**src/hdl/chh_pkg.sv**
```systemverilog
// ----------------------------------------------------------------------------
// chh_pkg
// Types, constants and the arctangent table for the compass heading block.
// ----------------------------------------------------------------------------
package chh_pkg;

    localparam int CORDIC_STAGES = 16;
    localparam int TABLE_LEN     = 24;
    localparam int STAGE_W       = $clog2(TABLE_LEN);

    localparam int SAMPLE_W = 16;
    localparam int SUM_W    = 17;
    localparam int DELTA_W  = 18;
    localparam int DECL_W   = 15;
    localparam int HDG_W    = 15;
    localparam int XW       = 30;
    localparam int ZW       = 26;
    localparam int QW       = ZW - 8;
    localparam int ATAN_W   = 20;

    localparam int PADDR_W  = 3;
    localparam logic [PADDR_W-1:0] REG_DECLINATION_ADDR = 3'd0;

    localparam logic signed [SAMPLE_W-1:0] CAL_RESET_HIGH = -16'sd10000;
    localparam logic signed [SAMPLE_W-1:0] CAL_RESET_LOW  = 16'sd10000;

    localparam logic signed [ZW-1:0] Z_HALF_TURN = 26'sd2949120;
    localparam logic signed [ZW-1:0] Z_ROUND     = 26'sd128;
    localparam logic signed [QW-1:0] FULL_TURN   = 18'sd23040;

    localparam int TDATA_IN_W  = 32;
    localparam int TDATA_OUT_W = 56;

    typedef enum logic [1:0] {
        ACT_RESTART = 2'd0,
        ACT_CAL     = 2'd1,
        ACT_HEADING = 2'd2,
        ACT_NONE    = 2'd3
    } chh_action_t;

    typedef struct packed {
        logic                       hdg;
        logic signed [SAMPLE_W-1:0] xs;
        logic signed [SAMPLE_W-1:0] ys;
        logic signed [SUM_W-1:0]    xsum;
        logic signed [SUM_W-1:0]    ysum;
    } chh_cal_t;

    typedef struct packed {
        logic                    hdg;
        logic                    zero;
        logic signed [XW-1:0]    x;
        logic signed [XW-1:0]    y;
        logic signed [ZW-1:0]    z;
        logic signed [SUM_W-1:0] xsum;
        logic signed [SUM_W-1:0] ysum;
    } chh_vec_t;

    typedef struct packed {
        logic                    hdg;
        logic signed [ZW-1:0]    t;
        logic signed [SUM_W-1:0] xsum;
        logic signed [SUM_W-1:0] ysum;
    } chh_sum_t;

    typedef struct packed {
        logic [HDG_W-1:0]        heading;
        logic signed [SUM_W-1:0] xsum;
        logic signed [SUM_W-1:0] ysum;
    } chh_res_t;

    // round(atan(2^-i) * 16384 * 180 / pi)
    function automatic logic [ATAN_W-1:0] atan_entry(input logic [STAGE_W-1:0] i);
        logic [ATAN_W-1:0] a;
        case (i)
            5'd0:    a = 20'd737280;
            5'd1:    a = 20'd435242;
            5'd2:    a = 20'd229970;
            5'd3:    a = 20'd116736;
            5'd4:    a = 20'd58595;
            5'd5:    a = 20'd29326;
            5'd6:    a = 20'd14667;
            5'd7:    a = 20'd7334;
            5'd8:    a = 20'd3667;
            5'd9:    a = 20'd1833;
            5'd10:   a = 20'd917;
            5'd11:   a = 20'd458;
            5'd12:   a = 20'd229;
            5'd13:   a = 20'd115;
            5'd14:   a = 20'd57;
            5'd15:   a = 20'd29;
            5'd16:   a = 20'd14;
            5'd17:   a = 20'd7;
            5'd18:   a = 20'd4;
            5'd19:   a = 20'd2;
            5'd20:   a = 20'd1;
            default: a = 20'd0;
        endcase
        return a;
    endfunction

endpackage

```
**src/hdl/chh_prep.sv**
```systemverilog
// ----------------------------------------------------------------------------
// chh_prep
// Centers the sample, scales it and folds it into the right half plane.
// ----------------------------------------------------------------------------
module chh_prep
    import chh_pkg::*;
(
    input  logic     clk,
    input  logic     rst_n,
    input  logic     in_valid,
    output logic     in_ready,
    input  chh_cal_t in_data,
    output logic     out_valid,
    input  logic     out_ready,
    output chh_vec_t out_data
);

    logic                      valid_reg;
    chh_vec_t                  data_reg, data_next;
    logic signed [DELTA_W-1:0] dx, dy;
    logic signed [XW-1:0]      xi, yi;

    assign in_ready  = !valid_reg || out_ready;
    assign out_valid = valid_reg;
    assign out_data  = data_reg;

    assign dx = {in_data.xs[SAMPLE_W-1], in_data.xs, 1'b0}
              - {in_data.xsum[SUM_W-1], in_data.xsum};
    assign dy = {in_data.ys[SAMPLE_W-1], in_data.ys, 1'b0}
              - {in_data.ysum[SUM_W-1], in_data.ysum};
    assign xi = {{(XW-DELTA_W-8){dx[DELTA_W-1]}}, dx, 8'd0};
    assign yi = {{(XW-DELTA_W-8){dy[DELTA_W-1]}}, dy, 8'd0};

    always_comb
    begin
        data_next.hdg  = in_data.hdg;
        data_next.zero = (dx == '0) && (dy == '0);
        data_next.xsum = in_data.xsum;
        data_next.ysum = in_data.ysum;
        if (dx[DELTA_W-1])
        begin
            data_next.x = -xi;
            data_next.y = -yi;
            data_next.z = Z_HALF_TURN;
        end
        else
        begin
            data_next.x = xi;
            data_next.y = yi;
            data_next.z = '0;
        end
    end

    always_ff @(posedge clk or negedge rst_n)
    begin
        if (!rst_n)
        begin
            valid_reg <= 1'b0;
        end
        else if (in_ready)
        begin
            valid_reg <= in_valid;
        end
    end

    always_ff @(posedge clk)
    begin
        if (in_valid && in_ready)
        begin
            data_reg <= data_next;
        end
    end

endmodule

```
**config.mk**
```make
export PLATFORM = sky130hd
export DESIGN_NAME = chh_prep
export DESIGN_NICKNAME = d
export VERILOG_FILES = /design/src/hdl/chh_pkg.sv /design/src/hdl/chh_prep.sv
export SDC_FILE = /design/constraint.sdc
export NUM_CORES = 1
export LEC_CHECK = 0
export BUFFER_PORTS_ARGS = -buffer_cell sky130_fd_sc_hd__buf_2
export CAP_MARGIN = 20
export CORE_MARGIN = 10
export CORE_UTILIZATION = 30
export DETAILED_ROUTE_END_ITERATION = 8
export PLACE_DENSITY_LB_ADDON = 0.12
export SYNTH_ARGS = -nofsm -noshare
export SYNTH_HDL_FRONTEND = slang
export SYNTH_SLANG_ARGS = --single-unit
```
**constraint.sdc**
```tcl
create_clock -name clk -period 2.8 [get_ports clk]
set_input_delay 0.56 -clock clk [delete_from_list [all_inputs] [get_ports clk]]
set_output_delay 0.56 -clock clk [all_outputs]
set_load 0.01 [all_outputs]
```
---- Word level (Yosys, flattened, before mapping) ----
Cells that the tools add are included.
W data, S select, Z words.
word-level totals
  output and inout bits ................... 124
  register bits after elaboration ......... 123
cells by class
  add/sub/neg operators ................... 4
  reduce and logical (&&, ||, !) cells .... 6
  muxes and demuxes ....................... 1
operators by type and width
  kind                 number
  $mux W81             1
  $neg A26 Y30         2
  $logic_not A18 Y1    2
  $sub A17 B17 Y18     2
  $logic_and A1 B1 Y1  2
  $logic_not A1 Y1     1
  $logic_or A1 B1 Y1   1

---- Logic depth before layout (Yosys ltp) ----
  word-level depth ........................ 3
  gate-level depth with buffers ........... 13

---- Worst setup path after synthesis ----
Ideal clock, no wire load.
  kind .................................... input-to-reg
  start ................................... in in_data[4] (netlist bit)
  end ..................................... reg data_reg (netlist bit out_data[87]), data pin
  data required time ...................... 2.540 ns
  path slack .............................. -0.360 ns
  stages on the path ...................... 12
  arrival ................................. 2.900 ns
  library setup time ...................... 0.260 ns
  cells stage by stage .................... inv_1 -> ha_1 -> buf_6 -> a21oi_4 -> nand2b_2 -> o211a_1 -> or4_4 -> a21o_1 -> or2_4 -> nor3_4 -> a21oi_2 -> mux2_2
RTL lines
  what                    RTL line        text
  start: declaration      chh_prep.sv:12  input chh_cal_t in_data,
  end signal: assignment  chh_prep.sv:70  data_reg <= data_next;
  end: declaration        chh_prep.sv:19  chh_vec_t data_reg, data_next;

==> results_dict.tcl <==
set metrics [dict create \
    dp.final_hpwl_mm 12.4 \
    drtIter0Drc 181 \
    ys_async_sr_fraction 0.0125 \
    grt_pass1_vias 4999 \
    finalCritPeriodShare 1.04 \
    status "finished, violations left" \
    violations "setup timing" \
    nNetsFinal 919 \
    clock_sinks 80 \
    ys_types 73 \
    hp-class "input pin to flip-flop" \
    cts-root-buf "clkbuf_16" \
    synth_area_sq_um 5520 \
    required_ns 2.89 \
    r2r-end "out_data[109]$_DFFE_PP_" \
    core-area_sq_um 18000 \
    drcViolationCount 0 \
    worst_setup_path_end_kind "flip-flop" \
    maxSlewViolCount 0 \
    path_class "input pin to flip-flop" \
    fmax_ghz 0.344 \
    synth_top_area_cell "edfxtp_1" \
    maxCapViolations 0 \
    die_x_microns 156 \
    fin_skew_ns 0.00469 \
    viasPerCell 4.53 \
    clock_latency_ns 0.34 \
    hold_slack_ns 0.394 \
    wire_per_inst_microns 14.8 \
    cts_max_level 3 \
    die_h_microns 156 \
    vias 4742 \
    drive_above_1_share 0.465 \
    grt_overflow 0 \
    grt_pass1_wl_mm 24.8 \
    ys_warn_count 0 \
    initial_core_util 0.306 \
    cts_buffers 9 \
    clkSlewWorstSetupHoldPaths_ns 0.06 \
    path_max_fanout 3 \
    setup_ws_ns -0.106 \
    io_pins 195 \
    antenna_found_initial 0 \
    synthesis.instances 528 \
    synth-seq-area-share 0.434 \
    setup-violations-final 10 \
    whs_path_depth 1 \
    netlist.area_leader.share 0.430 \
    grt_max_degree 49 \
    postRouteAntennaNets 0 \
    num_rows 49 \
    synth-edff-count 79 \
    worst-r2r-setup-slack_ns 1.17 \
    startpoint "in_data[4]" \
    p_total_mw 4.46 \
    netlist_top_cells_area "edfxtp_1 43%, ha_1 7.7%, buf_4 6.0%" \
    clk_path_buf_depth 2 \
    pwr_density_cell_nw_per_um2 544 \
    drtPass1Iterations 4 \
    ys_ff_latch 80 \
    r2r_cells 3 \
    diodes 0 \
    min_period_ns 2.91 \
    drt-total-wl_mm 15.5 \
    fp.dieArea_sq_um 24200 \
    port_buffers 156 \
    reg2reg_from "out_valid$_DFFE_PN0N_" \
    worstSetupEndpoint "out_data[87]$_DFFE_PP_" \
    fin_cells 1046 \
    cts_tree "built" \
    rsz0062_at_grt "true" \
    place_congestion 0.809 \
    ir_drop_uv 317 \
    start_kind "input pin" \
    track_usage 0.125 \
    leakage_nw 3.66 \
    synthToLayoutAreaGrowth_pct 48.4 \
    critPathArrivalTime_ns 3.00 \
    synth_flop_cell "edfxtp_1" \
    avgSynthCellArea_sq_um 10.5 \
    hold_viol 0 \
    place_inst 1013 \
]
cell type report:
| class | instances | area, sq um |
|---|---|---|
| well taps | 229 | 287 |
| repair buffers | 284 | 1800 |
| multi-input cells | 392 | 3200 |
| clock inverters | 3 | 90.1 |
| flip-flops and latches | 80 | 2400 |
| clock buffers | 13 | 240 |
| fillers | 1778 | 9830 |
| inverters | 45 | 181 |
repair_timing:
item	CTS	global route
hold buffers	1	0
endpoints found under the hold margin	1	0
resized for setup	24	38
setup buffers	8	8
setup endpoints to repair	14	39
pin swaps	15	25
synth_stat cells (all sizes together), types with 2 or more instances:
master	count
nor2b	2
or4	2
nor4	6
mux2	2
nand2	26
o21ai	24
o31ai	7
o22ai	4
o311a	2
o21a	7
mux2i	3
nand3	6
nor3	13
a21o	8
nand3b	4
or2	3
a21oi	36
and2b	2
ha	34
buf	49
a31oi	6
edfxtp	79
and3	2
o211ai	5
o2111ai	4
fa	2
a21boi	3
inv	45
xor2	23
nor2	31
nand4	6
xnor2	37
nand4b	2
nand2b	11
or3	6
clkbuf	3
and2	5
a211oi	4
o41ai	2
report_power, final:
group	internal [mW]	total (mW)	switching [mW]	leakage, nW
clock	0.874	1.35	0.473	0.158
sequential	1.50	1.54	0.0382	0.765
combinational	0.768	1.57	0.805	2.74
worst min path at each step:
stage	from	end	slack, ns
after floorplan	rst_n	out_valid$_DFFE_PN0N_	0.26
after global placement	rst_n	out_valid$_DFFE_PN0N_	0.33
after detailed placement	rst_n	out_valid$_DFFE_PN0N_	0.34
after CTS	in_data[66]	out_data[121]$_DFFE_PP_	0.38
after global routing	in_data[20]	out_data[20]$_DFFE_PP_	0.39
final	in_data[66]	out_data[121]$_DFFE_PP_	0.39
critical path: stages:
cell and delay (ns):
buf_8 0.10, inv_6 0.04, ha_4 0.20, a21oi_4 0.14, buf_6 0.12, nand2b_4 0.05, o211a_1 0.22, or4_4 0.51
a21o_1 0.18, or2_4 0.28, nor3_4 0.21, a21oi_2 0.11, mux2_4 0.27
metal layers:
layer	routed length [microns]	vias up	share of wire	global-route usage
met2	7240	138	0.47	0.206
met1	7040	2201	0.45	0.154
met3	1000	12	0.064	0.0325
met4	228	0	0.015	0.0441
met5	0	-	0	0
li1	-	2391	-	-
cell families (layout without fill, tap and decap cells):
group | Yosys count | in the layout | share of synthesized area
AOI/OAI and AO/OA | 119 | 119 | 0.149
xor gates and xnor gates | 60 | 60 | 0.0952
adders and majority gates | 36 | 36 | 0.0843
buffers and inverters | 97 | 345 | 0.0993
DFF | 80 | 80 | 0.434
muxes | 5 | 5 | 0.00952
other | 1 | 42 | 0.000679
and+or+nand+nor | 130 | 130 | 0.127
flip-flops by register name, indices dropped and copies added (netlist names):
name / flops
out_data: 79
out_valid: 1
cells in the final DEF, fill, tap and decap left out, types with 23 or more instances in the layout:
cell type,synthesis,layout
edfxtp_1,79,79
conb_1,1,42
xnor2_1,37,35
buf_4,44,120
nand2_1,26,23
buf_2,3,154
a21oi_1,32,24
inv_1,44,40
nor2_1,31,29
xor2_1,23,23
stage by stage:
step | utilization | setup WS (ns) | area, sq um | TNS (ns)
after floorplan | - | -0.291 | 5930 | -1.87
after global placement | 0.413 | -0.474 | 7440 | -11.88
after detailed placement | 0.413 | -0.526 | 7440 | -13.55
after CTS | 0.441 | -0.0581 | 7950 | -0.353
after global routing | 0.455 | -0.205 | 8190 | -2.12
final | 0.455 | -0.106 | 8190 | -0.461
(Power assumes the default switching activity.)
