`src/hdl/chh_pkg.sv`:
```
// ----------------------------------------------------------------------------
// chh_pkg
// Types, constants and the arctangent table for the compass heading block.
// ----------------------------------------------------------------------------
package chh_pkg;

    localparam int CORDIC_STAGES = 16;
    localparam int TABLE_LEN     = 24;
    localparam int STAGE_W       = $clog2(TABLE_LEN);

    localparam int SAMPLE_W = 16;
    localparam int SUM_W    = 17;
    localparam int DELTA_W  = 18;
    localparam int DECL_W   = 15;
    localparam int HDG_W    = 15;
    localparam int XW       = 30;
    localparam int ZW       = 26;
    localparam int QW       = ZW - 8;
    localparam int ATAN_W   = 20;

    localparam int PADDR_W  = 3;
    localparam logic [PADDR_W-1:0] REG_DECLINATION_ADDR = 3'd0;

    localparam logic signed [SAMPLE_W-1:0] CAL_RESET_HIGH = -16'sd10000;
    localparam logic signed [SAMPLE_W-1:0] CAL_RESET_LOW  = 16'sd10000;

    localparam logic signed [ZW-1:0] Z_HALF_TURN = 26'sd2949120;
    localparam logic signed [ZW-1:0] Z_ROUND     = 26'sd128;
    localparam logic signed [QW-1:0] FULL_TURN   = 18'sd23040;

    localparam int TDATA_IN_W  = 32;
    localparam int TDATA_OUT_W = 56;

    typedef enum logic [1:0] {
        ACT_RESTART = 2'd0,
        ACT_CAL     = 2'd1,
        ACT_HEADING = 2'd2,
        ACT_NONE    = 2'd3
    } chh_action_t;

    typedef struct packed {
        logic                       hdg;
        logic signed [SAMPLE_W-1:0] xs;
        logic signed [SAMPLE_W-1:0] ys;
        logic signed [SUM_W-1:0]    xsum;
        logic signed [SUM_W-1:0]    ysum;
    } chh_cal_t;

    typedef struct packed {
        logic                    hdg;
        logic                    zero;
        logic signed [XW-1:0]    x;
        logic signed [XW-1:0]    y;
        logic signed [ZW-1:0]    z;
        logic signed [SUM_W-1:0] xsum;
        logic signed [SUM_W-1:0] ysum;
    } chh_vec_t;

    typedef struct packed {
        logic                    hdg;
        logic signed [ZW-1:0]    t;
        logic signed [SUM_W-1:0] xsum;
        logic signed [SUM_W-1:0] ysum;
    } chh_sum_t;

    typedef struct packed {
        logic [HDG_W-1:0]        heading;
        logic signed [SUM_W-1:0] xsum;
        logic signed [SUM_W-1:0] ysum;
    } chh_res_t;

    // round(atan(2^-i) * 16384 * 180 / pi)
    function automatic logic [ATAN_W-1:0] atan_entry(input logic [STAGE_W-1:0] i);
        logic [ATAN_W-1:0] a;
        case (i)
            5'd0:    a = 20'd737280;
            5'd1:    a = 20'd435242;
            5'd2:    a = 20'd229970;
            5'd3:    a = 20'd116736;
            5'd4:    a = 20'd58595;
            5'd5:    a = 20'd29326;
            5'd6:    a = 20'd14667;
            5'd7:    a = 20'd7334;
            5'd8:    a = 20'd3667;
            5'd9:    a = 20'd1833;
            5'd10:   a = 20'd917;
            5'd11:   a = 20'd458;
            5'd12:   a = 20'd229;
            5'd13:   a = 20'd115;
            5'd14:   a = 20'd57;
            5'd15:   a = 20'd29;
            5'd16:   a = 20'd14;
            5'd17:   a = 20'd7;
            5'd18:   a = 20'd4;
            5'd19:   a = 20'd2;
            5'd20:   a = 20'd1;
            default: a = 20'd0;
        endcase
        return a;
    endfunction

endpackage

```
`src/hdl/chh_post.sv`:
```
// ----------------------------------------------------------------------------
// chh_post
// Adds declination, rounds to 1/64 degree and wraps into one turn.
// Two registered stages; the second is the output register.
// ----------------------------------------------------------------------------
module chh_post
    import chh_pkg::*;
(
    input  logic                     clk,
    input  logic                     rst_n,
    input  logic signed [DECL_W-1:0] declination,
    input  logic                     in_valid,
    output logic                     in_ready,
    input  chh_vec_t                 in_data,
    output logic                     out_valid,
    input  logic                     out_ready,
    output chh_res_t                 out_data
);

    logic                 sum_valid_reg, res_valid_reg;
    logic                 sum_ready;
    chh_sum_t             sum_reg, sum_next;
    chh_res_t             res_reg, res_next;
    logic signed [ZW-1:0] dterm, zsel;
    logic signed [QW-1:0] q, qw;

    assign sum_ready = !res_valid_reg || out_ready;
    assign in_ready  = !sum_valid_reg || sum_ready;
    assign out_valid = res_valid_reg;
    assign out_data  = res_reg;

    assign dterm = {{(ZW-DECL_W-8){declination[DECL_W-1]}}, declination, 8'd0};
    assign zsel  = in_data.zero ? '0 : in_data.z;

    always_comb
    begin
        sum_next.hdg  = in_data.hdg;
        sum_next.t    = zsel + dterm + Z_ROUND;
        sum_next.xsum = in_data.xsum;
        sum_next.ysum = in_data.ysum;
    end

    assign q = sum_reg.t[ZW-1:8];

    always_comb
    begin
        if (q[QW-1])
        begin
            qw = q + FULL_TURN;
        end
        else if (q >= FULL_TURN)
        begin
            qw = q - FULL_TURN;
        end
        else
        begin
            qw = q;
        end
        res_next.heading = sum_reg.hdg ? qw[HDG_W-1:0] : '0;
        res_next.xsum    = sum_reg.xsum;
        res_next.ysum    = sum_reg.ysum;
    end

    always_ff @(posedge clk or negedge rst_n)
    begin
        if (!rst_n)
        begin
            sum_valid_reg <= 1'b0;
            res_valid_reg <= 1'b0;
        end
        else
        begin
            if (in_ready)
            begin
                sum_valid_reg <= in_valid;
            end
            if (sum_ready)
            begin
                res_valid_reg <= sum_valid_reg;
            end
        end
    end

    always_ff @(posedge clk)
    begin
        if (in_valid && in_ready)
        begin
            sum_reg <= sum_next;
        end
        if (sum_valid_reg && sum_ready)
        begin
            res_reg <= res_next;
        end
    end

endmodule

```
`config.mk`:
```
export PLATFORM = sky130hd
export DESIGN_NAME = chh_post
export DESIGN_NICKNAME = d
export VERILOG_FILES = /design/src/hdl/chh_pkg.sv /design/src/hdl/chh_post.sv
export SDC_FILE = /design/constraint.sdc
export NUM_CORES = 1
export LEC_CHECK = 0
export ABC_AREA = 1
export ABC_CLOCK_PERIOD_IN_PS = 8700
export BUFFER_PORTS_ARGS = -buffer_cell sky130_fd_sc_hd__buf_4
export CORE_AREA = 10 10 120 122
export CTS_BUF_LIST = sky130_fd_sc_hd__clkbuf_4
export DETAILED_ROUTE_END_ITERATION = 10
export DIE_AREA = 0 0 130 132
export PLACE_DENSITY_LB_ADDON = 0.15
export SETUP_SLACK_MARGIN = 0.2
export SYNTH_ARGS = -nofsm -noshare
export SYNTH_HDL_FRONTEND = slang
export SYNTH_SLANG_ARGS = --single-unit
```
`constraint.sdc`:
```
create_clock -name clk -period 8.7 [get_ports clk]
set_input_delay 0.435 -clock clk [delete_from_list [all_inputs] [get_ports clk]]
set_output_delay 0.435 -clock clk [all_outputs]
set_load 0.02 [all_outputs]
```
======== Word level (Yosys, flattened, before mapping) ========
Index checks and enable logic that the tools add are counted.
word-level totals
  flip-flop bits (word level) ............. 112
  logic and storage cells ................. 23
  output and inout bits ................... 51
operators by class
  magnitude comparators ................... 1
  add/subtract/negate cells ............... 4
  reductions and logical operators ........ 6
  mux-type cells .......................... 3
operators with widths
  kind                                                                 number
  2-to-1 mux 15 bit                                                    2
  adder 26 x 23 -> 26 bit                                              1
  adder 26 x 9 -> 26 bit, second input constant                        1
  2-to-1 mux 26 bit                                                    1
  greater-or-equal comparator 18 x 16 -> 1 bit, second input constant  1
  adder 15 bit, second input constant                                  1
  subtractor 15 bit, second input constant                             1
  logical AND 1 bit                                                    2
  zero test 1 bit                                                      2
  logical OR 1 bit                                                     2

======== Depth between registers and ports, before layout ========
  word-level depth ........................ 4
  mapped depth ............................ 13
  mapped depth without buffers ............ 12

======== Least setup slack after synthesis ========
OpenSTA, ideal clock, no wires.
  path kind ............................... register to register
  from .................................... reg res_valid_reg (netlist: out_valid)
  to ...................................... reg res_reg (netlist bit out_data[0]), enable pin
  cell stages (with the launch flop) ...... 2
  arrival time ............................ 2.919 ns
  period minus slack after synthesis ...... 3.391 ns
  setup slack ............................. 5.309 ns
  required time ........................... 8.228 ns
  path through ............................ dfrtp_1 > a21oi_1
on the way
  word-level cells in the longest chain between the ends .. 3
ends and longest elaborated chain
  item                    RTL line        source
  from (decl)             chh_post.sv:20  logic sum_valid_reg, res_valid_reg;
  from (signal assigned)  chh_post.sv:79  res_valid_reg <= sum_valid_reg;
  zero test 1 bit         chh_post.sv:27  assign sum_ready = !res_valid_reg || out_ready;
  logical OR 1 bit        chh_post.sv:27
  logical AND 1 bit       chh_post.sv:90  if (sum_valid_reg && sum_ready)
  to (signal assigned)    chh_post.sv:92  res_reg <= res_next;
  to (decl)               chh_post.sv:23  chh_res_t res_reg, res_next;
No other way between the ends.
A chain may end at the register's enable or synchronous reset.

======== Worst setup path after layout ========
  from .................................... reg res_valid_reg (netlist: out_valid)
  to ...................................... reg sum_reg (netlist bit res_next[0]), enable pin
on the way
  word-level cells in the longest chain between the ends .. 4
ends and longest elaborated chain
  item                  RTL line        source
  zero test 1 bit       chh_post.sv:27
  logical OR 1 bit      chh_post.sv:27
  logical OR 1 bit      chh_post.sv:28  assign in_ready = !sum_valid_reg || sum_ready;
  logical AND 1 bit     chh_post.sv:86  if (in_valid && in_ready)
  to (signal assigned)  chh_post.sv:88  sum_reg <= sum_next;
  to (decl)             chh_post.sv:22  chh_sum_t sum_reg, sum_next;
No other way between the ends.

==> metrics.txt <==
# TYPE chip_impl_metric gauge
chip_impl_info{name="status",value="finished, final reports clean"} 1
chip_impl_info{name="synthDominantAreaCellType",value="sky130_fd_sc_hd__edfxtp_1"} 1
chip_impl_info{name="critical_path.slowest_cell",value="sky130_fd_sc_hd__inv_2"} 1
chip_impl_metric{name="die_h",unit="um"} 132
chip_impl_metric{name="placed_cells_incl_taps",unit=""} 675
chip_impl_metric{name="post-synth-top-area-fraction",unit="%"} 65.2
chip_impl_metric{name="coreArea",unit="um2"} 11900
chip_impl_info{name="timing.setup.critical_path_class",value="flop to flop"} 1
chip_impl_metric{name="clock_tree.buffer_depth",unit=""} 2
chip_impl_metric{name="grtUsageTotal",unit="%"} 11.4
chip_impl_metric{name="route.detailed.drc",unit=""} 0
chip_impl_info{name="combinational_family_with_the_most_area_after_synthesis",value="simple AND/OR/NAND/NOR gates"} 1
chip_impl_info{name="whs_endpoint",value="res_next[2]$_DFFE_PP_"} 1
chip_impl_metric{name="crit_arrival",unit="ps"} 1920
chip_impl_info{name="worstHoldStart",value="in_data[2]"} 1
chip_impl_metric{name="timing.final.hold_violations",unit=""} 0
chip_impl_metric{name="adder_cell_fraction_of_synth_area",unit="%"} 5.49
chip_impl_metric{name="initial_core_utilization",unit="%"} 39.4
chip_impl_metric{name="drt_iter0_drc",unit=""} 240
chip_impl_metric{name="synth_nets",unit=""} 567
chip_impl_metric{name="xor_xnor_portion_of_the_synthesized_cell_area",unit="%"} 2.24
chip_impl_metric{name="cts_made_buffers",unit=""} 9
chip_impl_info{name="yosysMostFrequentCell",value="sky130_fd_sc_hd__edfxtp_1"} 1
chip_impl_metric{name="leakage",unit="nW"} 2.74
chip_impl_metric{name="grt_pass1_vias",unit=""} 3203
chip_impl_info{name="crit-reg2reg-capture",value="res_next[0]$_DFFE_PP_"} 1
chip_impl_metric{name="max_ffs_per_register",unit=""} 49
chip_impl_metric{name="grt_first_pass_wirelength",unit="um"} 15600
chip_impl_metric{name="r2r_cells",unit=""} 3
chip_impl_metric{name="dieArea",unit="um2"} 17200
chip_impl_metric{name="synth.lib_cells_used.distinct",unit=""} 36
chip_impl_metric{name="placement_rows",unit=""} 40
chip_impl_metric{name="timing.clock.skew",unit="ps"} 5.46
chip_impl_metric{name="via_per_inst",unit=""} 4.61
chip_impl_metric{name="flow.area_growth_from_synthesis",unit="%"} 27.0
chip_impl_info{name="path_type_of_the_worst_min_delay_path",value="input port to flop"} 1
chip_impl_metric{name="dr_total_vias",unit=""} 3197
chip_impl_metric{name="die_width",unit="um"} 130
chip_impl_metric{name="cp_num_buf_inv",unit=""} 1
chip_impl_metric{name="num-nets-final",unit=""} 701
chip_impl_metric{name="regToRegSetupSlack",unit="ps"} 6860
chip_impl_metric{name="utilization",unit="%"} 50.0
chip_impl_metric{name="worst_slack",unit="ps"} 6860
chip_impl_metric{name="port_buffers",unit=""} 124
chip_impl_metric{name="share_of_layout_cells_above_drive_strength_1",unit="%"} 29.2
chip_impl_metric{name="max-vdd-ir-drop",unit="uV"} 52.0
chip_impl_metric{name="yosysWarnings",unit=""} 0
chip_impl_metric{name="finalHoldWorstSlack",unit="ps"} 150
chip_impl_info{name="synth.area.top_cells",value="sky130_fd_sc_hd__edfxtp_1, sky130_fd_sc_hd__nand2_1, sky130_fd_sc_hd__ha_1"} 1
chip_impl_metric{name="timing_max_transition_violations_final",unit=""} 0
chip_impl_metric{name="routed-wl-met3",unit="um"} 687
chip_impl_metric{name="drv_cap",unit=""} 0
chip_impl_metric{name="fmax",unit="GHz"} 0.544
chip_impl_metric{name="route.antenna.remaining_nets",unit=""} 0
chip_impl_metric{name="clock_tree.htree_level_count",unit=""} 3
chip_impl_metric{name="m1WireLength",unit="um"} 4400
chip_impl_info{name="endpoint_kind",value="flop"} 1
chip_impl_metric{name="place.detailed.hpwl",unit="um"} 7620
chip_impl_metric{name="routed_wirelength",unit="um"} 9640
chip_impl_metric{name="final.period_utilization",unit="%"} 21.1
chip_impl_metric{name="fin_tns_setup",unit="ps"} 0
chip_impl_metric{name="clk_transition_reported_paths",unit="ps"} 140
chip_impl_metric{name="synthesis.area_per_instance",unit="um2"} 11.6
chip_impl_info{name="path_cells",value="nand3_1 -> nand2_1 -> inv_2"} 1
chip_impl_metric{name="post_synth_instance_area",unit="um2"} 4690
chip_impl_info{name="unrepaired_setup_endpoints_after_global_routing",value="false"} 1
chip_impl_metric{name="muxShareOfSynthArea",unit="%"} 0
chip_impl_metric{name="slew_headroom",unit="%"} 29.0
chip_impl_info{name="worstReg2RegStart",value="out_valid$_DFFE_PN0P_"} 1
chip_impl_metric{name="postSynth.asyncResetShare",unit="%"} 1.92
chip_impl_metric{name="slowest_delay",unit="ps"} 770
chip_impl_metric{name="yosys_register_bits",unit=""} 104
chip_impl_metric{name="floorplan.io_pins",unit=""} 192
chip_impl_metric{name="syn-instance-count",unit=""} 406
chip_impl_info{name="cp-start-kind",value="flop"} 1
chip_impl_metric{name="finalSetupViolations",unit=""} 0
chip_impl_metric{name="worst-slew-pin-transition",unit="ps"} 1060
chip_impl_info{name="tritoncts",value="yes"} 1
chip_impl_metric{name="fin_cells",unit=""} 693
chip_impl_metric{name="pin_count_of_the_biggest_net_entering_global_routing",unit=""} 54
chip_impl_metric{name="synth_simple_gate_area_share",unit="%"} 15.2
chip_impl_info{name="yosys_most_used_dff",value="sky130_fd_sc_hd__edfxtp_1"} 1
chip_impl_metric{name="synth.yosys.seq_area_share",unit="%"} 66.3
chip_impl_metric{name="cts_sinks",unit=""} 104
chip_impl_info{name="dr.max_layer_used",value="met4"} 1
chip_impl_info{name="clock-root-buffer",value="sky130_fd_sc_hd__clkbuf_4"} 1
chip_impl_info{name="cp-startpoint",value="out_valid$_DFFE_PN0P_"} 1
chip_impl_info{name="critPathTopFamily",value="buffers and inverters"} 1
chip_impl_metric{name="worstSkewPairLatency",unit="ps"} 450
chip_impl_metric{name="wl_per_cell",unit="um"} 13.9
chip_impl_metric{name="hold_path_depth",unit=""} 1
chip_impl_metric{name="crit_fanout",unit=""} 53
chip_impl_metric{name="met2_length",unit="um"} 4390
chip_impl_metric{name="post_cts.repair.setup_buffers",unit=""} 0
chip_impl_metric{name="timing.final.crit_period",unit="ps"} 1840
chip_impl_metric{name="synth_compound_area_share",unit="%"} 5.06
chip_impl_metric{name="grt_antenna_before_repair",unit=""} 1
chip_impl_info{name="post_synth_most_frequent_cells",value="sky130_fd_sc_hd__edfxtp_1, sky130_fd_sc_hd__nand2_1, sky130_fd_sc_hd__inv_1"} 1
chip_impl_metric{name="nFillCells",unit=""} 1083
chip_impl_metric{name="critPathRequiredTime",unit="ps"} 8780
chip_impl_metric{name="pwr_density_cell",unit="nW/um2"} 184
chip_impl_metric{name="synth-edff-count",unit=""} 102
chip_impl_metric{name="grt_overflow_total",unit=""} 0
chip_impl_metric{name="gp_congestion",unit=""} 0.875
chip_impl_metric{name="dp_slack",unit="ps"} 6440
chip_impl_metric{name="drt_pre_antenna_iters",unit=""} 4
==> power by group <==
group,internal [mW],switching (mW),total (mW)
clock,0.0945,0.149,0.244
combinational,0.0898,0.134,0.224
sequential,0.615,0.0169,0.632
total,0.799,0.300,1.10
==> worst max-delay path by stage <==
| stage | end | slack, ps | depth (start not counted) |
|---|---|---|---|
| floorplan | out_data[0]$_DFFE_PP_ | 5310 | 1 |
| global placement | q[15]$_DFFE_PP_ | 6460 | 12 |
| detailed placement | q[15]$_DFFE_PP_ | 6440 | 12 |
| CTS | q[12]$_DFFE_PP_ | 6790 | 3 |
| global route | q[12]$_DFFE_PP_ | 6630 | 3 |
| finish | res_next[0]$_DFFE_PP_ | 6860 | 3 |
==> cells in the final DEF, fill, tap and decap left out, drive strengths merged <==
cell type      n
dfrtp          2
nand3         29
a21o           3
o21ai          9
bufinv         1
clkinv         6
fa             1
a21oi         26
ha            19
o21a           1
diode          1
inv           60
clkbuf        11
or2            1
xnor2          2
dlygate4sd3    1
nand2         83
nand2b         1
nor3           3
buf          125
edfxtp       102
a31oi          1
xor2          10
and2           1
o21bai         2
nand3b         1
nand4          2
nor2          40
nor3b          1
o211ai         1
==> area by class of cell <==
type,count,area (um2),share of cell area (%)
repair buffers,126,948,15.9
flip-flops and latches,104,3110,52.2
clock buffers,11,82.6,1.39
clock inverters,5,57.6,0.966
multi-input cells,237,1330,22.3
inverters,62,245,4.11
well taps,147,184,3.09
diodes,1,2.50,0.0420
==> layer usage <==
layer,GRT usage (%),up-vias
met3,2.65,11
li1,-,1641
met4,5.63,0
met5,0,-
met2,17.9,107
met1,14.2,1438
==> metrics by stage <==
| step | area [um2] | total power, mW |
|---|---|---|
| 5_1_grt | 5960 | 1.16 |
| 2_1_floorplan | 4690 | 0.776 |
| 6_report | 5960 | 1.10 |
| 3_3_place_gp | 5810 | 0.865 |
| 3_5_place_dp | 5810 | 0.870 |
| 4_1_cts | 5960 | 1.11 |
==> cells by family after synthesis <==
kind of cell,count (synthesis)
DFF,104
xor gates and xnor gates,12
and+or+nand+nor,162
AOI/OAI and AO/OA,43
buffers and inverters,65
adders and majority gates,20
==> what timing repair did <==
action                                  4_1_cts  5_1_grt
endpoints found under the setup margin        0        0
hold buffers                                  1        0
endpoints found under the hold margin         2        0
gates resized for setup                       0        0
(Power assumes the default switching activity.)
