--- config.mk ---
export PLATFORM = sky130hd
export DESIGN_NAME = chh_calib
export DESIGN_NICKNAME = d
export VERILOG_FILES = /design/src/hdl/chh_pkg.sv /design/src/hdl/chh_calib.sv
export SDC_FILE = /design/constraint.sdc
export NUM_CORES = 1
export LEC_CHECK = 0
export CAP_MARGIN = 10
export CORE_MARGIN = 5
export CORE_UTILIZATION = 45
export DETAILED_ROUTE_END_ITERATION = 10
export DONT_BUFFER_PORTS = 1
export GPL_ROUTABILITY_DRIVEN = 0
export PLACE_DENSITY = 0.71
export SLEW_MARGIN = 0
export SYNTH_ARGS = -nofsm -noshare
export SYNTH_HDL_FRONTEND = slang
export SYNTH_SLANG_ARGS = --single-unit
export TNS_END_PERCENT = 100
--- constraint.sdc ---
create_clock -name clk -period 4.7 [get_ports clk]
set_input_delay 0.705 -clock clk [delete_from_list [all_inputs] [get_ports clk]]
set_output_delay 0.705 -clock clk [all_outputs]
set_load 0.01 [all_outputs]
--- src/hdl/chh_pkg.sv ---
// ----------------------------------------------------------------------------
// chh_pkg
// Types, constants and the arctangent table for the compass heading block.
// ----------------------------------------------------------------------------
package chh_pkg;

    localparam int CORDIC_STAGES = 16;
    localparam int TABLE_LEN     = 24;
    localparam int STAGE_W       = $clog2(TABLE_LEN);

    localparam int SAMPLE_W = 16;
    localparam int SUM_W    = 17;
    localparam int DELTA_W  = 18;
    localparam int DECL_W   = 15;
    localparam int HDG_W    = 15;
    localparam int XW       = 30;
    localparam int ZW       = 26;
    localparam int QW       = ZW - 8;
    localparam int ATAN_W   = 20;

    localparam int PADDR_W  = 3;
    localparam logic [PADDR_W-1:0] REG_DECLINATION_ADDR = 3'd0;

    localparam logic signed [SAMPLE_W-1:0] CAL_RESET_HIGH = -16'sd10000;
    localparam logic signed [SAMPLE_W-1:0] CAL_RESET_LOW  = 16'sd10000;

    localparam logic signed [ZW-1:0] Z_HALF_TURN = 26'sd2949120;
    localparam logic signed [ZW-1:0] Z_ROUND     = 26'sd128;
    localparam logic signed [QW-1:0] FULL_TURN   = 18'sd23040;

    localparam int TDATA_IN_W  = 32;
    localparam int TDATA_OUT_W = 56;

    typedef enum logic [1:0] {
        ACT_RESTART = 2'd0,
        ACT_CAL     = 2'd1,
        ACT_HEADING = 2'd2,
        ACT_NONE    = 2'd3
    } chh_action_t;

    typedef struct packed {
        logic                       hdg;
        logic signed [SAMPLE_W-1:0] xs;
        logic signed [SAMPLE_W-1:0] ys;
        logic signed [SUM_W-1:0]    xsum;
        logic signed [SUM_W-1:0]    ysum;
    } chh_cal_t;

    typedef struct packed {
        logic                    hdg;
        logic                    zero;
        logic signed [XW-1:0]    x;
        logic signed [XW-1:0]    y;
        logic signed [ZW-1:0]    z;
        logic signed [SUM_W-1:0] xsum;
        logic signed [SUM_W-1:0] ysum;
    } chh_vec_t;

    typedef struct packed {
        logic                    hdg;
        logic signed [ZW-1:0]    t;
        logic signed [SUM_W-1:0] xsum;
        logic signed [SUM_W-1:0] ysum;
    } chh_sum_t;

    typedef struct packed {
        logic [HDG_W-1:0]        heading;
        logic signed [SUM_W-1:0] xsum;
        logic signed [SUM_W-1:0] ysum;
    } chh_res_t;

    // round(atan(2^-i) * 16384 * 180 / pi)
    function automatic logic [ATAN_W-1:0] atan_entry(input logic [STAGE_W-1:0] i);
        logic [ATAN_W-1:0] a;
        case (i)
            5'd0:    a = 20'd737280;
            5'd1:    a = 20'd435242;
            5'd2:    a = 20'd229970;
            5'd3:    a = 20'd116736;
            5'd4:    a = 20'd58595;
            5'd5:    a = 20'd29326;
            5'd6:    a = 20'd14667;
            5'd7:    a = 20'd7334;
            5'd8:    a = 20'd3667;
            5'd9:    a = 20'd1833;
            5'd10:   a = 20'd917;
            5'd11:   a = 20'd458;
            5'd12:   a = 20'd229;
            5'd13:   a = 20'd115;
            5'd14:   a = 20'd57;
            5'd15:   a = 20'd29;
            5'd16:   a = 20'd14;
            5'd17:   a = 20'd7;
            5'd18:   a = 20'd4;
            5'd19:   a = 20'd2;
            5'd20:   a = 20'd1;
            default: a = 20'd0;
        endcase
        return a;
    endfunction

endpackage

--- src/hdl/chh_calib.sv ---
// ----------------------------------------------------------------------------
// chh_calib
// Hard-iron min/max tracking and doubled center sums, one registered stage.
// ----------------------------------------------------------------------------
module chh_calib
    import chh_pkg::*;
(
    input  logic                       clk,
    input  logic                       rst_n,
    input  logic                       in_valid,
    output logic                       in_ready,
    input  logic [1:0]                 action,
    input  logic signed [SAMPLE_W-1:0] x_sample,
    input  logic signed [SAMPLE_W-1:0] y_sample,
    output logic                       out_valid,
    input  logic                       out_ready,
    output chh_cal_t                   out_data
);

    logic signed [SAMPLE_W-1:0] x_hi_reg, x_lo_reg, y_hi_reg, y_lo_reg;
    logic signed [SAMPLE_W-1:0] x_hi_next, x_lo_next, y_hi_next, y_lo_next;
    logic                       valid_reg;
    chh_cal_t                   data_reg, data_next;
    logic                       take;

    assign in_ready  = !valid_reg || out_ready;
    assign take      = in_valid && in_ready;
    assign out_valid = valid_reg;
    assign out_data  = data_reg;

    always_comb
    begin
        x_hi_next = x_hi_reg;
        x_lo_next = x_lo_reg;
        y_hi_next = y_hi_reg;
        y_lo_next = y_lo_reg;
        if (take)
        begin
            case (chh_action_t'(action))
                ACT_RESTART:
                begin
                    x_hi_next = CAL_RESET_HIGH;
                    y_hi_next = CAL_RESET_HIGH;
                    x_lo_next = CAL_RESET_LOW;
                    y_lo_next = CAL_RESET_LOW;
                end
                ACT_CAL:
                begin
                    if (x_sample > x_hi_reg) x_hi_next = x_sample;
                    if (y_sample > y_hi_reg) y_hi_next = y_sample;
                    if (x_sample < x_lo_reg) x_lo_next = x_sample;
                    if (y_sample < y_lo_reg) y_lo_next = y_sample;
                end
                default:
                begin
                end
            endcase
        end
    end

    always_comb
    begin
        data_next.hdg  = (chh_action_t'(action) == ACT_HEADING);
        data_next.xs   = x_sample;
        data_next.ys   = y_sample;
        data_next.xsum = SUM_W'(x_hi_next) + SUM_W'(x_lo_next);
        data_next.ysum = SUM_W'(y_hi_next) + SUM_W'(y_lo_next);
    end

    always_ff @(posedge clk or negedge rst_n)
    begin
        if (!rst_n)
        begin
            x_hi_reg  <= CAL_RESET_HIGH;
            y_hi_reg  <= CAL_RESET_HIGH;
            x_lo_reg  <= CAL_RESET_LOW;
            y_lo_reg  <= CAL_RESET_LOW;
            valid_reg <= 1'b0;
        end
        else
        begin
            x_hi_reg <= x_hi_next;
            x_lo_reg <= x_lo_next;
            y_hi_reg <= y_hi_next;
            y_lo_reg <= y_lo_next;
            if (in_ready)
            begin
                valid_reg <= in_valid;
            end
        end
    end

    always_ff @(posedge clk)
    begin
        if (take)
        begin
            data_reg <= data_next;
        end
    end

endmodule

* Yosys cells after proc, flatten, opt, wreduce, memory -nomap -nowiden
Index checks and enable logic that the tools add are counted.
** Storage, ports and cells
- Bits in registers :: 132
- Output and inout port bits :: 69
- Logic and storage cells :: 34
** Operators by class
- Add/subtract/negate cells :: 2
- $lt $le $gt $ge :: 4
- Equal/unequal tests :: 2
- Mux-type cells :: 12
- Reduce and logical (&&, ||, !) cells :: 4
** Operators with widths (count)
- $mux W16 :: 8
- $pmux W16 S2 :: 4
- $add A16 B16 Y17 :: 2
- $gt A16 B16 Y1 :: 2
- $lt A16 B16 Y1 :: 2
- $eq A2 B1 Y1 const B :: 1
- $eq A2 B2 Y1 const B :: 1
- $logic_not A2 Y1 :: 1
- $logic_and A1 B1 Y1 :: 1
- $logic_not A1 Y1 :: 1
- $logic_or A1 B1 Y1 :: 1

* Depth between registers and ports, before layout
Gate-level depths: netlist (run 1).
- Depth in word-level cells :: 5
- Depth in mapped cells :: 23

* Worst setup path before layout (run 1)
OpenSTA, ideal clock, no wires.
- Kind :: input to register
- From :: in y_sample[11]
- To :: reg data_reg, in the netlist out_data[14], data pin
- Arrival :: 4.715 ns
- Required time :: 4.442 ns
- Setup slack :: -0.273 ns
- Stages on the path :: 21
- Buffers on the path :: 1
- Cell sequence :: ha_1 a21oi_2 o21bai_1 or4_1 o21bai_4 and2_4 buf_6 nor2_1 a22o_1 nand2_1 o21ai_0 ha_1 nor2b_1 o21ai_0 a21boi_0 o211a_1 o21ai_0 a31oi_1 maj3_1 a211oi_1 nor2_1
** RTL lines
- start: declaration :: RTL line chh_calib.sv:14 : input logic signed [SAMPLE_W-1:0] y_sample,
- end signal: assignment :: RTL line chh_calib.sv:97 : data_reg <= data_next;
- end: declaration :: RTL line chh_calib.sv:23 : chh_cal_t data_reg, data_next;

==> flow_summary.json, run 1 <==
{
  "fin_setup_tns_ns": 0,
  "yosysSeqAreaShare": 0.468,
  "final_nets": 983,
  "setup_viol": 0,
  "die_h_um": 142,
  "rows": 48,
  "drt-total-wl_mm": 20.9,
  "p_leak_nw": 4.23,
  "synth.avg_cell_area_sq_um": 10.4,
  "vias": 6270,
  "place_area_sq_um": 8690,
  "viasPerCell": 5.76,
  "area.growth.synth_to_final_pct": 23.2,
  "synth_edf_count": 67,
  "powerDensity_nw_per_um2": 790,
  "cp_max_fo": 3,
  "grt_pass1_wl_mm": 32.8,
  "pin_count": 107,
  "diodes": 0,
  "yosys.area.top_type": "edfxtp_1",
  "ys_types": 66,
  "drtAntennaViolNets": 0,
  "ys_ff_latch": 132,
  "path_class": "reg2reg",
  "die_w_um": 142,
  "cts_tree": "built",
  "synth_nets": 886,
  "async_flop_share": 0.492,
  "cap_violations": 0,
  "firstDrtPassIters": 5,
  "syn_area_sq_um": 7850,
  "clock_skew_ns": 0.0121,
  "rr_startpoint": "x_hi_reg[14]",
  "coreArea_sq_um": 17200,
  "vdd_drop_max_v": 0.000387,
  "fill_cells": 1431,
  "numCtsBuffers": 17,
  "grt_usage": 0.207,
  "post-route-min-period_ns": 4.63,
  "seq_area_sq_um": 3670,
  "clockBufferDepth": 2,
  "port_buffers": 0,
  "yosys_most_used_dff": "edfxtp_1",
  "insertion_delay_ns": 0.43,
  "cp-end-kind": "flop",
  "max-slew-margin-rel": 0.493,
  "grt_pass1_vias": 6377,
  "synthCells": 754,
  "die_area_sq_um": 20200,
  "multi_input_area_sq_um": 4070,
  "cp.required_ns": 4.86,
  "period_share": 0.986,
  "wire_per_inst_um": 19.2,
  "netlist_top_cells_area": "edfxtp_1 26%, ha_1 15%, dfrtp_1 12%",
  "gr-total-overflow": 0,
  "tightestPinTransition_ns": 0.741,
  "rsz0062_at_grt": "true",
  "cp-start-kind": "flop",
  "critPathArrivalTime_ns": 4.79,
  "design_area_sq_um": 9670,
  "maxSlewViolCount": 0,
  "synth_top_area_share": 0.256,
  "antenna_found_initial": 0,
  "drive_gt1_frac": 0.247,
  "reg2reg_depth": 20,
  "clock.fmax_mhz": 216,
  "largest_reg_flops": 67,
  "grt_max_degree": 61,
  "clockRootBuffer": "clkbuf_16",
  "startpoint": "x_hi_reg[14]",
  "cts_sinks": 132,
  "hold_viol": 0,
  "status": "finished, final reports clean",
  "ys_warn_count": 0,
  "dp_hpwl_mm": 14.2,
  "cts.clk_slew.worst_paths_ns": 0.06,
  "start_util": 0.457,
  "hold_path.class": "in2async",
  "drt_iter0_markers": 395,
  "htreeDepth": 4,
  "drc": 0
}
==> path summary, 6_finish.rpt <==
path | end | slack [ns]
max in group asynchronous | out_valid | 4.34
worst max-delay path | out_data[32] | 0.07
worst min-delay path | y_lo_reg[9] | 0.13
min in group clk | out_data[43] | 0.37
worst min register to register | y_hi_reg[6] | 0.50
worst max register to register | out_data[32] | 0.07
==> logic make-up (layout without fill, tap and decap cells) <==
group | Yosys count | after routing | synth area share
compound gates | 223 | 223 | 0.198
xor+xnor | 24 | 24 | 0.0268
fa+ha+maj | 95 | 95 | 0.153
buf+inv | 103 | 213 | 0.0504
flops | 132 | 132 | 0.468
mux | 1 | 1 | 0.00128
simple gates | 176 | 176 | 0.102
==> cell usage in the layout, fill, tap and decap left out, types with 5 or more instances in the layout <==
cell       Yosys  layout
nor2b_1        8       7
dfrtp_1       39      39
buf_4          0      91
a211oi_1       7       5
inv_1         86      82
ha_1          92      86
dfstp_2       26      26
nand2_1       68      66
nand3_1       11      11
a22oi_1       20      17
edfxtp_1      67      67
a22o_1        16      16
nand4_1       10      10
xor2_1         7       7
clkbuf_16      0      17
nor3_1         7       7
ha_4           0       5
a21oi_1       35      29
nand2b_1      10       9
clkinv_1       0       5
o22ai_1       20      20
o21ai_0       61      43
a21oi_2        1       7
o21ai_2        0       6
o21ai_1        2      13
nor2_1        45      40
a21o_1        11      11
xnor2_1       17      17
o21a_1         8       8
==> where the power goes <==
group / switching, mW / internal [mW] / total [mW]
Sequential: 0.274 / 1.87 / 2.14
Combinational: 2.17 / 2.03 / 4.20
Clock: 0.522 / 0.771 / 1.29
==> synth_stat cells, types with 2 or more instances <==
cell type and n:
ha_1 92, inv_1 86, nand2_1 68, edfxtp_1 67
o21ai_0 61, nor2_1 45, dfrtp_1 39, a21oi_1 35
dfstp_2 26, a22oi_1 20, o22ai_1 20, xnor2_1 17
a22o_1 16, clkbuf_1 13, a21o_1 11, nand3_1 11
nand2b_1 10, nand4_1 10, nor2b_1 8, o21a_1 8
a211oi_1 7, nor3_1 7, xor2_1 7, a31oi_1 5
o21bai_1 5, nor4_1 4, o31ai_1 4, a211o_1 3
and2_1 3, a211oi_2 2, a311oi_4 2, buf_1 2
fa_1 2, o211a_1 2, o211ai_1 2, o21ai_1 2
or2_2 2, or3_1 2
==> layout make-up <==
| type | count | share of cell area |
|---|---|---|
| Timing Repair Buffer | 95 | 0.0779 |
| Sequential cell | 132 | 0.380 |
| Tap cell | 225 | 0.0291 |
| Multi-Input combinational cell | 519 | 0.421 |
| Clock buffer | 17 | 0.0440 |
| Clock inverter | 15 | 0.0146 |
| Inverter | 86 | 0.0334 |
==> timing repair <==
item / CTS / global route
buffers inserted: 10 / 8
hold buffers: 1 / 0
pin swaps: 7 / 46
gates resized for setup: 10 / 57
cloned: 0 / 0
hold endpoints to repair: 39 / 0
endpoints found under the setup margin: 7 / 11
==> routing by layer <==
| metal | vias to the layer above | wire [um] | track usage |
|---|---|---|---|
| met1 | 3041 | 8570 | 0.256 |
| met2 | 239 | 10200 | 0.340 |
| met3 | 45 | 1460 | 0.0578 |
| li1 | 2945 | - | - |
| met5 | - | 0 | 0 |
| met4 | 0 | 639 | 0.0894 |
==> per-stage QoR <==
| step | instances | hold slack (ns) | worst slack, ns | total power [mW] | utilization |
|---|---|---|---|---|---|
| after floorplan | 754 | 0.409 | -0.0135 | 4.61 | - |
| after global placement | 1040 | 0.416 | -0.240 | 5.72 | 0.506 |
| after detailed placement | 1040 | 0.416 | -0.327 | 5.79 | 0.506 |
| after CTS | 1083 | 0.101 | 0.00385 | 7.32 | 0.547 |
| after global routing | 1089 | 0.101 | -0.104 | 8.19 | 0.563 |
| final | 1089 | 0.125 | 0.0659 | 7.64 | 0.563 |
==> worst max-delay path, stage by stage, from the launching register on <==
cell,delay [ns]
dfstp_2,0.54
inv_2,0.05
ha_4,0.26
nand4_1,0.13
or2_1,0.29
a211o_1,0.29
a21o_1,0.24
buf_6,0.14
a22oi_2,0.16
inv_1,0.07
a22o_1,0.21
ha_1,0.27
a21o_1,0.18
a21oi_2,0.18
nor2b_2,0.08
o31ai_4,0.32
o21ai_2,0.09
o41a_1,0.41
a21oi_2,0.22
o31ai_2,0.08
xor2_1,0.16
(Power assumes the default switching activity.)
==> inputs of run 2 (changes only) <==
--- a/config.mk
+++ b/config.mk
@@ -6,6 +6,7 @@
 export NUM_CORES = 1
 export LEC_CHECK = 0
 export CAP_MARGIN = 10
+export CORE_ASPECT_RATIO = 1.25
 export CORE_MARGIN = 5
 export CORE_UTILIZATION = 45
 export DETAILED_ROUTE_END_ITERATION = 10
==> run 2 against run 1 <==
Sequential power about the same. Largest power group unchanged. Die area hardly changed. First-iteration DRC count decreased by 9.4%. Largest cell class unchanged. Sequential share of layout area decreased by 0.54 points. Routed wire length shrank 0.78%. Sequential cell count is the same. Clock power up 5%. Clock-buffer cell count up 1. Design area up 1.4%. Highest routed layer unchanged. Via count fell by 1.8%.
==> flow_summary.json, run 2 (synthesis gave the netlist of run 1 again) <==
{
  "cp-start-kind": "flop",
  "drt_iter0_markers": 358,
  "cts.clk_slew.worst_paths_ns": 0.06,
  "reg2reg_depth": 22,
  "multi_input_area_sq_um": 4100,
  "drt-total-wl_mm": 20.7,
  "diodes": 0,
  "crit_chain": "inv_1 > ha_1 > nand4_1 > o21bai_2 > or4_4 > o21bai_4 > and2_4 > nand2_1 > o21ai_0 > a22o_1 > ha_2 > inv_1 > fa_2 > nor2b_2 > o21ai_2 > a21boi_2 > o211a_1 > o21ai_4 > a31oi_4 > maj3_2 > a211oi_2 > nor2_1",
  "cp.required_ns": 4.87,
  "clock.fmax_mhz": 217,
  "hold_viol": 0,
  "tightestPinTransition_ns": 0.916,
  "cts_sinks": 132,
  "antenna_found_initial": 0,
  "grt_pass1_vias": 6428,
  "drtAntennaViolNets": 0,
  "design_area_sq_um": 9800,
  "final_nets": 996,
  "die_area_sq_um": 20200,
  "maxSlewViolCount": 0,
  "slowest_delay_ns": 0.51,
  "numCtsBuffers": 17,
  "wire_per_inst_um": 18.8,
  "die_h_um": 158,
  "grt_usage": 0.205,
  "cts_tree": "built",
  "start_util": 0.454,
  "largest_reg_flops": 67,
  "crit_slowest_cell": "dfstp_2",
  "drive_gt1_frac": 0.268,
  "final_common_cell": "buf_4",
  "cp_max_fo": 6,
  "area.growth.synth_to_final_pct": 25.0,
  "rows": 54,
  "firstDrtPassIters": 5,
  "dp_hpwl_mm": 14.5,
  "drc": 0,
  "viasPerCell": 5.59,
  "rrSetupSlack_ns": 0.1,
  "p_leak_nw": 4.32,
  "clock_skew_ns": 0.00552,
  "path_class": "reg2reg",
  "vdd_drop_max_v": 0.000388,
  "die_w_um": 128,
  "clockRootBuffer": "clkbuf_16",
  "max-slew-margin-rel": 0.389,
  "cap_violations": 0,
  "holdWs_ns": 0.119,
  "pin_count": 107,
  "grt_max_degree": 61,
  "fill_cells": 1493,
  "hold_path.class": "in2async",
  "post-route-min-period_ns": 4.60,
  "vias": 6156,
  "htreeDepth": 4,
  "powerDensity_nw_per_um2": 791,
  "cp-end-kind": "flop",
  "insertion_delay_ns": 0.43,
  "coreArea_sq_um": 17300,
  "status": "finished, final reports clean",
  "rsz0062_at_grt": "true",
  "grt_pass1_wl_mm": 32.3,
  "final_cell_mix": "106 x buf_4, 87 x ha_1, 83 x inv_1, 67 x nand2_1, 67 x edfxtp_1",
  "gr-total-overflow": 0,
  "setup_viol": 0,
  "period_share": 0.979,
  "place_area_sq_um": 8760,
  "clockBufferDepth": 2,
  "seq_area_sq_um": 3670,
  "port_buffers": 0,
  "critPathArrivalTime_ns": 4.78,
  "cp_common_cell": "inv_1"
}
==> run 2: layer usage <==
| metal | track usage | vias to the layer above | part of all wire |
|---|---|---|---|
| li1 | - | 2960 | - |
| met3 | 0.0445 | 37 | 0.045 |
| met5 | 0 | - | 0 |
| met4 | 0.0804 | 0 | 0.027 |
| met2 | 0.387 | 155 | 0.54 |
| met1 | 0.222 | 3004 | 0.39 |
==> run 2: worst paths after layout <==
check / start / to
worst max register to register: y_lo_reg[13] / out_data[14]
min in group clk: x_sample[0] / out_data[50]
worst max-delay path: y_lo_reg[13] / out_data[14]
max in group asynchronous: rst_n / y_lo_reg[15]
worst min register to register: y_hi_reg[15] / y_hi_reg[15]
worst min-delay path: rst_n / y_hi_reg[4]
==> run 2: report_power, final <==
group | leakage [nW] | switching (mW) | total [mW] | internal [mW]
Combinational | 2.66 | 2.20 | 4.27 | 2.07
Clock | 0.283 | 0.510 | 1.35 | 0.842
Sequential | 1.38 | 0.267 | 2.14 | 1.87
Total | 4.32 | 2.97 | 7.76 | 4.78
==> run 2: metrics by stage <==
step	cells	util	setup slack [ns]	setup TNS (ns)	power, mW
final	1101	0.567	0.0977	0	7.76
after detailed placement	1050	0.506	-0.430	-2.32	5.88
after global routing	1101	0.567	-0.0933	-0.424	8.32
after floorplan	754	-	-0.0135	-0.0135	4.61
after CTS	1088	0.548	0.000474	0	7.40
after global placement	1050	0.506	-0.329	-1.68	5.80
==> run 2: what timing repair did <==
action                                  CTS  global route
buffers inserted                          5            13
endpoints found under the hold margin    39             0
pin swaps                                10            37
gates resized for setup                  15            55
hold buffers                              1             0
endpoints found under the setup margin    9            11
==> run 2: cell type report <==
class                      count  share of cell area
clock buffer                  18              0.0448
clock inverter                14              0.0165
inverter                      86              0.0329
multi-input combinational    519               0.418
sequential                   132               0.374
tap                          224              0.0286
timing repair buffer         108              0.0851
==> run 2: critical path: cells and delay by family, from the launching register on <==
kind            cells  cell delay (ns)
compound gates     10             1.69
fa+ha+maj           4             1.05
simple gates        6             0.98
flops               1             0.51
buf+inv             2             0.12
